$ cat config.mk
export PLATFORM = sky130hd
export DESIGN_NAME = selective_repeat_receiver
export DESIGN_NICKNAME = d
export VERILOG_FILES = /design/src/hdl/srr_pkg.sv /design/src/hdl/srr_store.sv /design/src/hdl/selective_repeat_receiver.sv
export SDC_FILE = /design/constraint.sdc
export NUM_CORES = 1
export LEC_CHECK = 0
export ABC_AREA = 0
export BUFFER_PORTS_ARGS = -buffer_cell sky130_fd_sc_hd__buf_2
export CAP_MARGIN = 40
export CORE_UTILIZATION = 25
export CTS_CLUSTER_DIAMETER = 60
export DETAILED_ROUTE_END_ITERATION = 7
export GPL_TIMING_DRIVEN = 0
export PLACE_DENSITY = 0.41
export SLEW_MARGIN = 20
export SYNTH_ARGS = -nofsm -noshare
export SYNTH_HDL_FRONTEND = slang
export SYNTH_SLANG_ARGS = --single-unit
$ cat constraint.sdc
create_clock -name clock -period 5.9 [get_ports clock]
set_input_delay 0.59 -clock clock [delete_from_list [all_inputs] [get_ports clock]]
set_output_delay 0.59 -clock clock [all_outputs]
set_load 0.01 [all_outputs]
$ cat src/hdl/srr_pkg.sv
`default_nettype none
package srr_pkg;

   localparam int SEQ_W          = 8;
   localparam int LEN_W          = 10;
   localparam int HANDLE_W       = 8;
   localparam int FREE_W         = 5;
   localparam int REORDER_SLOTS_DEFAULT = 31;

   localparam logic KIND_DELIVER = 1'b0;
   localparam logic KIND_ACK     = 1'b1;

   // one parked packet
   typedef struct packed {
      logic [SEQ_W-1:0]    seq;
      logic [HANDLE_W-1:0] handle;
      logic [LEN_W-1:0]    length;
   } slot_entry_type;

   typedef enum logic [3:0] {
      ST_IDLE   = 4'b0001,
      ST_INSERT = 4'b0010,
      ST_DRAIN  = 4'b0100,
      ST_ACK    = 4'b1000
   } state_type;

endpackage
`default_nettype wire

$ cat src/hdl/srr_store.sv
`default_nettype none
module srr_store #(
   parameter int SLOTS = srr_pkg::REORDER_SLOTS_DEFAULT
) (
   input  wire                           clock,
   input  wire                           wr_en,
   input  wire [((SLOTS > 1) ? $clog2(SLOTS) : 1)-1:0] wr_addr,
   input  wire srr_pkg::slot_entry_type  wr_data,
   input  wire [((SLOTS > 1) ? $clog2(SLOTS) : 1)-1:0] rd_addr,
   output srr_pkg::slot_entry_type       rd_data
);
   import srr_pkg::*;

   // reorder store, one write and one registered read per cycle
   slot_entry_type mem [SLOTS];
   slot_entry_type rd_data_ff;

   always_ff @(posedge clock) begin
      if (wr_en) begin
         mem[wr_addr] <= wr_data;
      end
      rd_data_ff <= mem[rd_addr];
   end

   assign rd_data = rd_data_ff;

endmodule
`default_nettype wire

$ cat src/hdl/selective_repeat_receiver.sv
`default_nettype none
// selective-repeat receiver
//
// input channel: a packet descriptor (sequence number, payload length, crc flag,
// buffer handle) is taken as a transaction on a clock edge with start high and
// busy low. bad-crc and old packets, and everything after the end of transfer,
// are dropped at once with no result and busy stays low.
// result channel: each result sits on the rsp_ ports for one cycle with
// rsp_strobe high; the receiver cannot stall, so the block never waits on it.
// an in-order packet gives its delivery in the cycle after acceptance, then the
// reorder store is scanned cyclically, one slot a cycle through the single
// store read port, delivering every buffered successor; the scan stops after
// REORDER_SLOTS slots in a row without a match, or on a zero-length delivery.
// the acknowledgement then follows with last_of_run set.
// a newer packet takes one pass over the store for the duplicate check and the
// lowest free slot; a duplicate, or a newer packet that finds the store full,
// is dropped at the end of that pass.
// reset clears the valid bits, the expected number, the fill count and the end
// flag; the store contents are only read behind a valid bit and need no clearing
module selective_repeat_receiver #(
   parameter int REORDER_SLOTS = srr_pkg::REORDER_SLOTS_DEFAULT
) (
   input  wire                        clock,
   input  wire                        reset,
   input  wire                        start,
   output logic                       busy,
   input  wire  [srr_pkg::SEQ_W-1:0]    req_seq_number,
   input  wire  [srr_pkg::LEN_W-1:0]    req_payload_length,
   input  wire                        req_crc_good,
   input  wire  [srr_pkg::HANDLE_W-1:0] req_buffer_handle,
   output logic                       rsp_strobe,
   output logic                       rsp_kind,
   output logic [srr_pkg::HANDLE_W-1:0] rsp_deliver_handle,
   output logic [srr_pkg::LEN_W-1:0]    rsp_deliver_length,
   output logic [srr_pkg::SEQ_W-1:0]    rsp_ack_seq,
   output logic [srr_pkg::FREE_W-1:0]   rsp_free_slots,
   output logic                       rsp_transfer_done,
   output logic                       rsp_last_of_run
);
   import srr_pkg::*;

   localparam int IDX_W  = (REORDER_SLOTS > 1) ? $clog2(REORDER_SLOTS) : 1;
   localparam int OCC_W  = $clog2(REORDER_SLOTS + 1);
   localparam int WIDE_W = (OCC_W > FREE_W) ? OCC_W : FREE_W;
   localparam logic [IDX_W-1:0] LAST_IDX = IDX_W'(REORDER_SLOTS - 1);

   // sequencer and bookkeeping
   state_type            state_ff, state_in;
   logic [SEQ_W-1:0]     expected_ff, expected_in;
   logic [OCC_W-1:0]     occupied_ff, occupied_in;
   logic                 ended_ff, ended_in;
   logic [REORDER_SLOTS-1:0] valid_ff, valid_in;

   // scan pipeline: address issued, then slot checked in the cycle after
   logic [IDX_W-1:0]     addr_ff, addr_in, addr_next;
   logic                 chk_vld_ff, chk_vld_in;
   logic [IDX_W-1:0]     chk_idx_ff, chk_idx_in;
   logic [IDX_W-1:0]     miss_ff, miss_in;

   // insertion scan results
   logic                 dup_ff, dup_in, dup_now;
   logic                 free_fnd_ff, free_fnd_in, free_fnd_now;
   logic [IDX_W-1:0]     free_idx_ff, free_idx_in, free_idx_now;

   // the held packet
   slot_entry_type       pkt_ff, pkt_in;

   // store port
   logic                 wr_en;
   slot_entry_type       rd_data;
   logic                 slot_live;
   logic                 drain_hit;

   // result register
   logic                 rsp_strobe_ff, rsp_strobe_in;
   logic                 rsp_kind_ff, rsp_kind_in;
   logic [HANDLE_W-1:0]  rsp_handle_ff, rsp_handle_in;
   logic [LEN_W-1:0]     rsp_length_ff, rsp_length_in;
   logic [SEQ_W-1:0]     rsp_ack_ff, rsp_ack_in;
   logic [FREE_W-1:0]    rsp_free_ff, rsp_free_in;
   logic                 rsp_done_ff, rsp_done_in;
   logic                 rsp_last_ff, rsp_last_in;

   logic                 accept;
   logic [SEQ_W-1:0]     diff;
   logic [WIDE_W-1:0]    free_wide;

   assign busy      = (state_ff != ST_IDLE);
   assign accept    = start && !busy;
   assign diff      = req_seq_number - expected_ff;
   assign addr_next = (addr_ff == LAST_IDX) ? '0 : addr_ff + 1'b1;
   assign free_wide = WIDE_W'(REORDER_SLOTS) - WIDE_W'(occupied_ff);

   // slot under check, valid bit read live so a cleared slot never matches
   assign slot_live = chk_vld_ff && valid_ff[chk_idx_ff];
   assign drain_hit = slot_live && (rd_data.seq == expected_ff);

   // running duplicate and lowest-free-slot result including this check
   assign dup_now      = dup_ff || (slot_live && (rd_data.seq == pkt_ff.seq));
   assign free_fnd_now = free_fnd_ff || (chk_vld_ff && !valid_ff[chk_idx_ff]);
   assign free_idx_now = free_fnd_ff ? free_idx_ff : chk_idx_ff;

   srr_store #(
      .SLOTS (REORDER_SLOTS)
   ) u_store (
      .clock   (clock),
      .wr_en   (wr_en),
      .wr_addr (free_idx_now),
      .wr_data (pkt_ff),
      .rd_addr (addr_ff),
      .rd_data (rd_data)
   );

   always_comb begin
      state_in      = state_ff;
      expected_in   = expected_ff;
      occupied_in   = occupied_ff;
      ended_in      = ended_ff;
      valid_in      = valid_ff;
      addr_in       = addr_ff;
      chk_vld_in    = 1'b0;
      chk_idx_in    = addr_ff;
      miss_in       = miss_ff;
      dup_in        = dup_ff;
      free_fnd_in   = free_fnd_ff;
      free_idx_in   = free_idx_ff;
      pkt_in        = pkt_ff;
      wr_en         = 1'b0;
      rsp_strobe_in = 1'b0;
      rsp_kind_in   = KIND_DELIVER;
      rsp_handle_in = '0;
      rsp_length_in = '0;
      rsp_ack_in    = '0;
      rsp_free_in   = '0;
      rsp_done_in   = ended_ff;
      rsp_last_in   = 1'b0;

      unique case (state_ff)
         ST_IDLE: begin
            if (accept && !ended_ff && req_crc_good && !diff[SEQ_W-1]) begin
               pkt_in.seq    = req_seq_number;
               pkt_in.handle = req_buffer_handle;
               pkt_in.length = req_payload_length;
               addr_in       = '0;
               miss_in       = '0;
               if (diff == '0) begin
                  // in-order packet: deliver straight from the transaction
                  rsp_strobe_in = 1'b1;
                  rsp_handle_in = req_buffer_handle;
                  rsp_length_in = req_payload_length;
                  rsp_done_in   = (req_payload_length == '0);
                  ended_in      = (req_payload_length == '0);
                  expected_in   = expected_ff + 1'b1;
                  state_in      = (req_payload_length == '0) ? ST_ACK : ST_DRAIN;
               end else begin
                  dup_in      = 1'b0;
                  free_fnd_in = 1'b0;
                  state_in    = ST_INSERT;
               end
            end
         end

         ST_INSERT: begin
            addr_in     = addr_next;
            chk_vld_in  = 1'b1;
            dup_in      = dup_now;
            free_fnd_in = free_fnd_now;
            free_idx_in = free_idx_now;
            if (chk_vld_ff && (chk_idx_ff == LAST_IDX)) begin
               chk_vld_in = 1'b0;
               state_in   = ST_IDLE;
               if (!dup_now && free_fnd_now) begin
                  // park in the lowest free slot
                  wr_en                  = 1'b1;
                  valid_in[free_idx_now] = 1'b1;
                  occupied_in            = occupied_ff + 1'b1;
               end
            end
         end

         ST_DRAIN: begin
            addr_in    = addr_next;
            chk_vld_in = 1'b1;
            if (drain_hit) begin
               valid_in[chk_idx_ff] = 1'b0;
               occupied_in          = occupied_ff - 1'b1;
               expected_in          = expected_ff + 1'b1;
               miss_in              = '0;
               rsp_strobe_in        = 1'b1;
               rsp_handle_in        = rd_data.handle;
               rsp_length_in        = rd_data.length;
               if (rd_data.length == '0) begin
                  // end of transfer stops the drain
                  ended_in    = 1'b1;
                  rsp_done_in = 1'b1;
                  chk_vld_in  = 1'b0;
                  state_in    = ST_ACK;
               end
            end else if (chk_vld_ff) begin
               if (miss_ff == LAST_IDX) begin
                  // a full lap without a match: run is over
                  chk_vld_in = 1'b0;
                  state_in   = ST_ACK;
               end else begin
                  miss_in = miss_ff + 1'b1;
               end
            end
         end

         ST_ACK: begin
            rsp_strobe_in = 1'b1;
            rsp_kind_in   = KIND_ACK;
            rsp_ack_in    = expected_ff;
            rsp_free_in   = free_wide[FREE_W-1:0];
            rsp_last_in   = 1'b1;
            state_in      = ST_IDLE;
         end

         default: begin
            state_in = ST_IDLE;
         end
      endcase
   end

   always_ff @(posedge clock) begin
      if (reset) begin
         state_ff      <= ST_IDLE;
         expected_ff   <= '0;
         occupied_ff   <= '0;
         ended_ff      <= 1'b0;
         valid_ff      <= '0;
         chk_vld_ff    <= 1'b0;
         rsp_strobe_ff <= 1'b0;
      end else begin
         state_ff      <= state_in;
         expected_ff   <= expected_in;
         occupied_ff   <= occupied_in;
         ended_ff      <= ended_in;
         valid_ff      <= valid_in;
         chk_vld_ff    <= chk_vld_in;
         rsp_strobe_ff <= rsp_strobe_in;
      end
   end

   // datapath registers, no reset needed
   always_ff @(posedge clock) begin
      addr_ff       <= addr_in;
      chk_idx_ff    <= chk_idx_in;
      miss_ff       <= miss_in;
      dup_ff        <= dup_in;
      free_fnd_ff   <= free_fnd_in;
      free_idx_ff   <= free_idx_in;
      pkt_ff        <= pkt_in;
      rsp_kind_ff   <= rsp_kind_in;
      rsp_handle_ff <= rsp_handle_in;
      rsp_length_ff <= rsp_length_in;
      rsp_ack_ff    <= rsp_ack_in;
      rsp_free_ff   <= rsp_free_in;
      rsp_done_ff   <= rsp_done_in;
      rsp_last_ff   <= rsp_last_in;
   end

   assign rsp_strobe         = rsp_strobe_ff;
   assign rsp_kind           = rsp_kind_ff;
   assign rsp_deliver_handle = rsp_handle_ff;
   assign rsp_deliver_length = rsp_length_ff;
   assign rsp_ack_seq        = rsp_ack_ff;
   assign rsp_free_slots     = rsp_free_ff;
   assign rsp_transfer_done  = rsp_done_ff;
   assign rsp_last_of_run    = rsp_last_ff;

endmodule
`default_nettype wire
==> flow_metrics.tcl <==
set metrics [dict create \
    r2r_slack_ns 1.38 \
    vias 19300 \
    use_met1 0.199 \
    cts_resized 0 \
    die_x_um 388 \
    yosys-top-cells-count "edfxtp_1 (849), mux4_2 (237), dfxtp_1 (115)" \
    die_height_um 388 \
    finalClockSkew_ns 0.0337 \
    met2_usage 0.226 \
    drive_gt1_frac 0.312 \
    gp_congestion 0.780 \
    synth_simple_gate_area_share 0.0307 \
    switching_share 0.261 \
    synth_compound_area_frac 0.0358 \
    synth_nets 1903 \
    yosysUniqueCellTypes 76 \
    synth.mux.area_fraction 0.163 \
    synth.most_common_cell "edfxtp_1" \
    rsz0062_at_grt "false" \
    yosysTopAreaCell "edfxtp_1" \
    seqPwrFrac 0.450 \
    crit_arrival_ns 4.92 \
    drv_cap 0 \
    netlist_area_sq_mm 0.0373 \
    power.density_mw_per_mm2 376 \
    critPathCaptureType "register" \
    p_leak_nw 14.4 \
    row_count 141 \
    worstPathMaxFanout 14 \
    grt_pass1_wl_um 151000 \
    htreeDepth 3 \
    ys_seq_area_frac 0.745 \
    pre_cts_ws_ns 1.20 \
    internal-power_mw 12.6 \
    p_clk_frac 0.387 \
    io_buffers 64 \
    globalRouteTotalUtil 0.142 \
    synth_top_family_by_area "multiplexers" \
    finalWorstSetupSlack_ns 1.38 \
    crit_end "u_store.mem[3][24]" \
    synth-edff-count 849 \
    critPathRequiredTime_ns 6.30 \
    hold_buffers 0 \
    dieArea_sq_mm 0.151 \
    antenna_found_initial 13 \
    ys_warn_count 0 \
    cp-start-kind "register" \
    first_pass_iters 5 \
    routed_wl_um 107000 \
    tightest_slew_ns 0.869 \
    clk_latency_ns 0.72 \
    finalHoldViolCount 0 \
    synth_fa_ha_area_frac 0.00610 \
    cts_root_buf "clkbuf_16" \
    drc 0 \
    grt_pass1_vias 19900 \
    wl_per_cell_um 25.9 \
    n_fill_cell 14200 \
    finalPower_mw 17.1 \
    tritoncts "yes" \
    clk_pin_slew_worst_paths_ns 0.06 \
    core_sq_mm 0.148 \
    maxSlewViolCount 0 \
    hp-class "in2reg" \
    cp-startpoint "chk_idx_ff[4]" \
    synth_cells 1856 \
    power_frac_comb 0.163 \
    synth_top_area_frac 0.683 \
    synth_xor_area_frac 0.00610 \
    layout.nets 2176 \
    cts_made_buffers 105 \
    period_minus_slack_ns 4.52 \
    grt-ovfl-total 0 \
    synth.avg_cell_area_sq_um 20.1 \
    cts_setup_buffers 0 \
    holdWs_ns 0.0765 \
    critical_path_class "reg2reg" \
    ys_ff_latch 964 \
    power_switching_mw 4.47 \
    rr_worst_depth 9 \
    antenna_left 0 \
    initial_core_util 0.252 \
    hpwl_um 75400 \
    io_pins 66 \
    fmax_mhz 221 \
    min-delay-start "req_buffer_handle[0]" \
    areaGrowthSynthToFinish_pct 21.9 \
    synth_ff_type "edfxtp_1" \
    async_reset_ff_frac 0 \
    clockBufferDepth 3 \
    top_usage_layer "met2" \
    drt_iter0_markers 1745 \
    vias_per_cell 4.64 \
    relSlewSlack 0.406 \
    setup-violations-final 0 \
    synthTopCellsByArea "edfxtp_1 (68%), mux4_2 (14%), dfxtp_1 (6.2%)" \
    clock-sinks 964 \
    ir_drop_v 0.000223 \
    r2r-end "u_store.mem[3][24]" \
    status "completed" \
    worst_r2r_startpoint "chk_idx_ff[4]" \
    timing.final.crit_share 0.766 \
    met3_usage 0.0263 \
    grt_max_degree 32 \
]
-- sequential cells by signal, indices dropped and copies added, names as in the netlist, 8 cells and up --
signal and cells:
rsp_ack_seq 8, rsp_deliver_handle 8, u_store.rd_data 26, expected_ff 8
valid_ff 31, rsp_deliver_length 10, pkt_ff 26, u_store.mem 806
-- layout by cell type, fill, tap and decap left out, drive strengths merged, types with 3 or more instances in the layout --
master / Yosys / final
or3: 8 / 8
bufinv: 0 / 8
a21o: 6 / 6
xor2: 6 / 6
nor3: 7 / 7
nand4: 7 / 7
and2: 6 / 6
or4b: 4 / 4
o31ai: 8 / 8
edfxtp: 849 / 849
xnor2: 20 / 20
mux2: 30 / 30
nor2b: 4 / 4
a22o: 18 / 18
mux2i: 41 / 41
nor2: 86 / 86
a211o: 3 / 3
nand3: 27 / 27
or4: 5 / 5
clkinv: 1 / 43
ha: 15 / 15
a21oi: 21 / 21
nand2: 53 / 53
nand2b: 5 / 5
inv: 30 / 37
clkbuf: 57 / 190
nor4b: 3 / 3
a2111oi: 6 / 6
nand3b: 5 / 5
o21ai: 66 / 66
nor4: 5 / 5
a31o: 3 / 3
o41ai: 4 / 4
o211ai: 34 / 34
dfxtp: 115 / 115
buf: 31 / 196
mux4: 237 / 237
clkinvlp: 0 / 7
-- per-stage QoR --
step / instance area [sq um] / TNS (ns) / std cells / utilization
after floorplan: 37300 / 0 / 1856 / -
after global placement: 40100 / -374.51 / 3850 / 0.271
after detailed placement: 41800 / 0 / 3938 / 0.282
after CTS: 45300 / 0 / 4134 / 0.306
after global routing: 45500 / 0 / 4148 / 0.307
final: 45500 / 0 / 4150 / 0.307
-- kinds of logic (layout without fill, tap and decap cells) --
logic type                 Yosys count  count (layout)
and+or+nand+nor                    235             235
xor gates and xnor gates            26              26
buffers and inverters              120             482
other                                0               2
muxes                              308             308
AOI/OAI and AO/OA                  186             186
adders and majority gates           17              17
DFF                                964             964
-- how the worst min path moves through the flow --
stage          slack [ns]       endpoint  cells past startpoint
2_1_floorplan        0.35  chk_idx_ff[3]                      0
3_3_place_gp         0.36  chk_idx_ff[4]                      0
3_5_place_dp         0.37  chk_idx_ff[3]                      0
4_1_cts              0.01     pkt_ff[10]                      1
5_1_grt              0.04     pkt_ff[10]                      1
6_report             0.08     pkt_ff[10]                      1
-- power groups by stage --
stage | Clock, mW | Combinational (mW) | Sequential, mW
4_1_cts | 6.79 | 2.84 | 7.73
3_3_place_gp | 0 | 2.65 | 7.89
2_1_floorplan | 0 | 1.69 | 7.81
6_report | 6.62 | 2.78 | 7.71
3_5_place_dp | 0 | 2.82 | 7.87
5_1_grt | 7.03 | 2.98 | 7.72
-- layer usage --
metal  vias to the layer above  share of wire
li1                       8214              -
met4                         0          0.022
met2                       542           0.47
met1                     10400           0.45
met3                       142          0.057
met5                         -              0
-- critical path: stages, from the launching register on --
cell and delay (ns):
dfxtp_1 0.40, clkbuf_1 0.38, nor2_1 0.13, and3_1 0.22
a2111oi_4 0.56, a21oi_1 0.28, o31ai_2 0.41, nand3_1 0.68
nor2_4 0.87, buf_16 0.25
-- layout make-up --
class	count	area [sq um]	share of cell area
buffer	89	428	0.00940
timing repair buffer	166	1960	0.0430
inverter	31	116	0.00256
antenna	2	5.00	0.000110
tap	1930	2410	0.0531
sequential	964	27800	0.611
multi-input combinational	772	9270	0.204
clock buffer	132	2880	0.0634
clock inverter	64	634	0.0139
No activity file was read; power rests on OpenSTA's default activity.
